$ cat src/rtl/fsmg_pkg.sv
// ----------------------------------------------------------------------------
// Falling sand grid package
// Material and mode codes, register indexes, and the command and status
// bundles that pass between the controller and the datapath.
// ----------------------------------------------------------------------------
package fsmg_pkg;

	localparam int CFG_W = 10;

	typedef logic [2:0] mat_t;

	localparam mat_t MAT_EMPTY = 3'd0;
	localparam mat_t MAT_WALL  = 3'd1;
	localparam mat_t MAT_SAND  = 3'd2;
	localparam mat_t MAT_WATER = 3'd3;
	localparam mat_t MAT_GAS   = 3'd4;

	localparam logic [1:0] MODE_WR    = 2'd0;
	localparam logic [1:0] MODE_RD    = 2'd1;
	localparam logic [1:0] MODE_STEP  = 2'd2;
	localparam logic [1:0] MODE_CLEAR = 2'd3;

	localparam logic REG_WIDTH  = 1'b0;
	localparam logic REG_HEIGHT = 1'b1;

	localparam logic [2:0] K_SAND_LAST  = 3'd2;
	localparam logic [2:0] K_FLUID_LAST = 3'd4;

	typedef struct packed {
		logic clr_start;
		logic clr_cells;
		logic clr_marks;
		logic take;
		logic io_wr;
		logic io_rd;
		logic scan_init;
		logic src_rd;
		logic src_load;
		logic tgt_next;
		logic tgt_rd;
		logic swap_dst;
		logic swap_src;
		logic scan_next;
		logic out_set;
		logic out_rd;
	} cmd_t;

	typedef struct packed {
		logic sweep_last;
		logic scan_empty;
		logic scan_last;
		logic src_go;
		logic k_over;
		logic tgt_in;
		logic enter;
	} sts_t;

	function automatic logic may_enter(input mat_t mover, input mat_t target);
		logic ok;
		ok = 1'b0;
		case (mover)
			MAT_SAND:  ok = (target == MAT_EMPTY) || (target == MAT_WATER) ||
			                (target == MAT_GAS);
			MAT_WATER: ok = (target == MAT_EMPTY) || (target == MAT_GAS);
			MAT_GAS:   ok = (target == MAT_EMPTY);
			default:   ok = 1'b0;
		endcase
		return ok;
	endfunction

endpackage

$ cat src/rtl/fsmg_ctrl.sv
// ----------------------------------------------------------------------------
// Falling sand grid controller
// Sequences cell access, clearing sweeps and the update scan.
// ----------------------------------------------------------------------------
module fsmg_ctrl import fsmg_pkg::*; (
	input  logic       clk,
	input  logic       arst_n,
	input  logic       in_valid,
	input  logic [1:0] mode,
	output logic       in_stall,
	output logic       out_valid,
	input  logic       out_stall,
	output cmd_t       cmd,
	input  sts_t       sts
);

	localparam logic [3:0] S_RST_CLR = 4'd0;
	localparam logic [3:0] S_IDLE    = 4'd1;
	localparam logic [3:0] S_RD      = 4'd2;
	localparam logic [3:0] S_CLR     = 4'd3;
	localparam logic [3:0] S_MCLR    = 4'd4;
	localparam logic [3:0] S_SCAN0   = 4'd5;
	localparam logic [3:0] S_SRC_RD  = 4'd6;
	localparam logic [3:0] S_SRC_CHK = 4'd7;
	localparam logic [3:0] S_TGT_RD  = 4'd8;
	localparam logic [3:0] S_TGT_CHK = 4'd9;
	localparam logic [3:0] S_SWAP    = 4'd10;
	localparam logic [3:0] S_NEXT    = 4'd11;

	logic [3:0] state_q, state_d;
	logic       out_valid_q;
	logic       accept;

	assign in_stall  = (state_q != S_IDLE) || (out_valid_q && out_stall);
	assign accept    = in_valid && !in_stall;
	assign out_valid = out_valid_q;

	always_comb begin
		cmd     = '0;
		state_d = state_q;
		unique case (state_q)
			S_RST_CLR: begin
				cmd.clr_cells = 1'b1;
				if (sts.sweep_last) begin
					state_d = S_IDLE;
				end
			end
			S_IDLE: begin
				if (accept) begin
					cmd.take = 1'b1;
					unique case (mode)
						MODE_WR: begin
							cmd.io_wr   = 1'b1;
							cmd.out_set = 1'b1;
						end
						MODE_RD: begin
							cmd.io_rd = 1'b1;
							state_d   = S_RD;
						end
						MODE_STEP: begin
							cmd.clr_start = 1'b1;
							state_d       = S_MCLR;
						end
						MODE_CLEAR: begin
							cmd.clr_start = 1'b1;
							state_d       = S_CLR;
						end
						default: state_d = S_IDLE;
					endcase
				end
			end
			S_RD: begin
				cmd.out_set = 1'b1;
				cmd.out_rd  = 1'b1;
				state_d     = S_IDLE;
			end
			S_CLR: begin
				cmd.clr_cells = 1'b1;
				if (sts.sweep_last) begin
					cmd.out_set = 1'b1;
					state_d     = S_IDLE;
				end
			end
			S_MCLR: begin
				cmd.clr_marks = 1'b1;
				if (sts.sweep_last) begin
					state_d = S_SCAN0;
				end
			end
			S_SCAN0: begin
				if (sts.scan_empty) begin
					cmd.out_set = 1'b1;
					state_d     = S_IDLE;
				end else begin
					cmd.scan_init = 1'b1;
					state_d       = S_SRC_RD;
				end
			end
			S_SRC_RD: begin
				cmd.src_rd = 1'b1;
				state_d    = S_SRC_CHK;
			end
			S_SRC_CHK: begin
				if (sts.src_go) begin
					cmd.src_load = 1'b1;
					state_d      = S_TGT_RD;
				end else begin
					state_d = S_NEXT;
				end
			end
			S_TGT_RD: begin
				if (sts.k_over) begin
					state_d = S_NEXT;
				end else if (sts.tgt_in) begin
					cmd.tgt_rd = 1'b1;
					state_d    = S_TGT_CHK;
				end else begin
					cmd.tgt_next = 1'b1;
				end
			end
			S_TGT_CHK: begin
				if (sts.enter) begin
					cmd.swap_dst = 1'b1;
					state_d      = S_SWAP;
				end else begin
					cmd.tgt_next = 1'b1;
					state_d      = S_TGT_RD;
				end
			end
			S_SWAP: begin
				cmd.swap_src = 1'b1;
				state_d      = S_NEXT;
			end
			S_NEXT: begin
				if (sts.scan_last) begin
					cmd.out_set = 1'b1;
					state_d     = S_IDLE;
				end else begin
					cmd.scan_next = 1'b1;
					state_d       = S_SRC_RD;
				end
			end
			default: state_d = S_IDLE;
		endcase
	end

	always_ff @(posedge clk or negedge arst_n) begin
		if (!arst_n) begin
			state_q     <= S_RST_CLR;
			out_valid_q <= 1'b0;
		end else begin
			state_q <= state_d;
			if (cmd.out_set) begin
				out_valid_q <= 1'b1;
			end else if (!out_stall) begin
				out_valid_q <= 1'b0;
			end
		end
	end

endmodule

$ cat config.mk
export PLATFORM = sky130hd
export DESIGN_NAME = fsmg_ctrl
export DESIGN_NICKNAME = d
export VERILOG_FILES = /design/src/rtl/fsmg_pkg.sv /design/src/rtl/fsmg_ctrl.sv
export SDC_FILE = /design/constraint.sdc
export NUM_CORES = 1
export LEC_CHECK = 0
export ABC_AREA = 1
export BUFFER_PORTS_ARGS = -buffer_cell sky130_fd_sc_hd__buf_2
export CORE_ASPECT_RATIO = 1.2
export CORE_UTILIZATION = 40
export DETAILED_ROUTE_END_ITERATION = 16
export PLACE_DENSITY = 0.66
export SYNTH_ARGS = -nofsm -noshare
export SYNTH_HDL_FRONTEND = slang
export SYNTH_SLANG_ARGS = --single-unit
export TNS_END_PERCENT = 50
$ cat constraint.sdc
create_clock -name clk -period 1.7 [get_ports clk]
set_input_delay 0.17 -clock clk [delete_from_list [all_inputs] [get_ports clk]]
set_output_delay 0.17 -clock clk [all_outputs]
set_load 0.05 [all_outputs]
==> impl_summary.log <==
INFO  metric run_status = finished, violations left
INFO  metric violated_checks = negative setup slack
INFO  metric synth_seq_area_share = 0.170
INFO  metric globalRoute.totalOverflow = 0
INFO  metric power_density = 1560 nW/um^2
INFO  metric fin_worst_skew = 3.93 ps
INFO  metric critPathLaunch = state_q[2]$_DFFE_PN0P_
INFO  metric grt.total_usage = 0.221
INFO  metric timing_hold_violations_final = 0
INFO  metric cts.sink_count = 5
INFO  metric finalWeightedCongestion = 0.827
INFO  metric cts_tree = built
INFO  metric start_util = 0.438
INFO  metric boundaryPins = 31
INFO  metric timing.final.crit_period = 1740 ps
INFO  metric period_share = 1.03
INFO  metric port_buffers = 30
INFO  metric htree_num_levels = 1
INFO  metric relSlewSlack = 0.831
INFO  metric critPathCapture = cmd[1]
INFO  metric path_class = reg2out
INFO  metric antenna_left = 0
INFO  metric rsz0062_at_grt = true
INFO  metric synth_seq_cells = 5
INFO  metric die_width = 41.2 um
INFO  metric worst_ir_drop_vdd = 1.15 mV
INFO  metric slew_viol_final = 0
INFO  metric layout_commonest_cell = sky130_fd_sc_hd__nand2_1
INFO  metric worst_hold_path_type = in2reg
INFO  metric post-synth-top-area-fraction = 0.170
INFO  metric area_of_the_die = 2020 sq um
INFO  metric worst_pin_slew = 254 ps
INFO  metric timing.final.ws_setup = -44.9 ps
INFO  metric layout.cells.most_common_list = 27 x sky130_fd_sc_hd__nand2_1, 23 x sky130_fd_sc_hd__buf_2, 20 x sky130_fd_sc_hd__inv_1, 10 x sky130_fd_sc_hd__nor2_1, 10 x sky130_fd_sc_hd__nand3_1
INFO  metric max_freq = 573 MHz
INFO  metric cellLeakagePower = 0.000695 uW
INFO  metric insertion_delay = 250 ps
INFO  metric fp-row-count = 16
INFO  metric route.detailed.vias_per_inst = 4.94
INFO  metric grt_pass1_vias = 774
INFO  metric grt_first_pass_wirelength = 3120 um
INFO  metric detailed_place_hpwl = 1600 um
INFO  metric netlist_top_cells_area = sky130_fd_sc_hd__dfrtp_1 17%, sky130_fd_sc_hd__nand2_1 15%, sky130_fd_sc_hd__ha_1 14%, sky130_fd_sc_hd__inv_1 12%, sky130_fd_sc_hd__nand3_1 6.8%
INFO  metric pin_count_of_the_biggest_net_entering_global_routing = 8
INFO  metric grt_antenna_before_repair = 0
INFO  metric netlist_area = 737 sq um
INFO  metric final.setup.tns = -58.5 ps
INFO  metric synthesis.yosys.warnings = 0
INFO  metric synth_cell_type_count = 21
INFO  metric drt_total_wl = 1910 um
INFO  metric crit_path_start_kind = flop
INFO  metric cell_accounting_for_the_most_synthesized_area = sky130_fd_sc_hd__dfrtp_1
INFO  metric floorplan.core_area = 1680 sq um
INFO  metric r2r_start = state_q[2]$_DFFE_PN0P_
INFO  metric diodes = 0
INFO  metric setup-violations-final = 3
INFO  metric arrival = 1570 ps
INFO  metric num_vias = 864
INFO  metric drive_above_1_share = 0.439
INFO  metric drc = 0
INFO  metric dr.first_iter.drc_count = 26
INFO  metric num_cts_buffers = 3
INFO  metric r2r_end = state_q[0]$_DFFE_PN0P_
INFO  metric detail_route.wl_per_cell = 10.9 um
INFO  metric synthesis.instances = 120
INFO  metric clock_path_buffers = 2
INFO  metric cts.reportedPaths.clkPinSlew = 40 ps
INFO  metric final_util = 0.653
INFO  metric postSynthNetCount = 141
INFO  metric cts_root_buffer = sky130_fd_sc_hd__clkbuf_4
INFO  metric critPathCaptureType = primary output
INFO  metric drt_pass1_iterations = 4
INFO  metric die_h = 49.0 um
INFO  metric syn2layout_area_growth = 48.9%
INFO  metric regToRegSetupSlack = 200 ps
INFO  metric layout.nets = 179
INFO  metric cp.required = 1530 ps
INFO  metric r2r.worst_path.cells = 10
INFO  metric synth.avg_cell_area = 6.14 sq um
INFO  metric path_max_fanout = 4
INFO  metric cap_violations = 0
INFO  metric num-fill-cells = 161
==> synthesized netlist by cell type, drive strengths merged <==
library cell / number
buf: 1
clkinv: 1
dfrtp: 5
ha: 8
inv: 28
nand2: 36
nand3: 12
nand3b: 1
nand4: 3
nor2: 17
nor3: 1
o21ai: 5
o22ai: 1
o31ai: 1
==> kinds of logic (layout without fill, tap and decap cells) <==
| logic type | after synthesis | after routing | share of synthesized area |
|---|---|---|---|
| buffers and inverters | 30 | 67 | 0.163 |
| and+or+nand+nor | 70 | 70 | 0.474 |
| AOI/OAI and AO/OA | 7 | 7 | 0.0577 |
| adders and majority gates | 8 | 8 | 0.136 |
| DFF | 5 | 5 | 0.170 |
==> layer usage <==
| metal | share of wire | track usage | wire length [um] | vias to the layer above |
|---|---|---|---|---|
| met5 | 0 | 0 | 0 | - |
| met4 | 0 | 0.0484 | 0 | 0 |
| met3 | 0.068 | 0.0685 | 130 | 0 |
| met2 | 0.53 | 0.372 | 1020 | 40 |
| met1 | 0.40 | 0.260 | 766 | 381 |
| li1 | - | - | - | 443 |
==> worst min path at each step <==
stage               depth (start not counted)                      to  slack [ps]  startpoint
floorplan                                   0   out_valid$_DFFE_PN0P_        -130      arst_n
global placement                            1  state_q[0]$_DFFE_PN0P_         -10      arst_n
detailed placement                          1  state_q[1]$_DFFE_PN0P_         -10      arst_n
CTS                                         3   out_valid$_DFFE_PN0P_         260   out_stall
global route                                2  state_q[1]$_DFFE_PN0P_         270      arst_n
finish                                      3   out_valid$_DFFE_PN0P_         250   out_stall
==> what timing repair did <==
item | in CTS | in global routing
buffers inserted | 1 | 0
hold buffers | 1 | 0
hold endpoints to repair | 5 | 0
pin swaps | 4 | 1
gates resized for setup | 17 | 10
setup endpoints to repair | 4 | 11
==> through the flow <==
stage	total power (uW)	hold WS [ps]	cells	cell area, sq um	worst slack [ps]
floorplan	1200	-126	120	774	-76.7
global placement	1450	-14.0	169	951	21.1
detailed placement	1470	-10.3	169	951	16.1
CTS	1690	259	175	1060	-57.5
global route	1850	272	175	1100	-135
finish	1720	251	175	1100	-44.9
==> report_power, final <==
| part | internal [uW] | total [uW] | switching [uW] |
|---|---|---|---|
| Clock | 88.9 | 140 | 50.8 |
| Combinational | 435 | 1360 | 930 |
| Sequential | 162 | 211 | 49.3 |
| Total | 685 | 1720 | 1030 |
==> state kept, by name, summed over array words and instances (netlist names) <==
| name | cells |
|---|---|
| out_valid | 1 |
| state_q | 4 |
==> critical path: stages (launching register included) <==
cell	delay [ps]
sky130_fd_sc_hd__dfrtp_1	410
sky130_fd_sc_hd__inv_2	110
sky130_fd_sc_hd__ha_4	160
sky130_fd_sc_hd__inv_4	50
sky130_fd_sc_hd__nor2_4	110
sky130_fd_sc_hd__nand3_4	110
sky130_fd_sc_hd__nor2_4	130
sky130_fd_sc_hd__nor3_4	60
sky130_fd_sc_hd__inv_2	60
sky130_fd_sc_hd__buf_8	130
==> cell type report <==
cell class	instances	area, sq um	share of cell area
sequential	5	125	0.114
inverter	29	111	0.101
tap	18	22.5	0.0205
multi-input combinational	85	586	0.534
clock buffer	4	26.3	0.0239
timing repair buffer	34	226	0.206
Power figures use the tool's default switching activity.
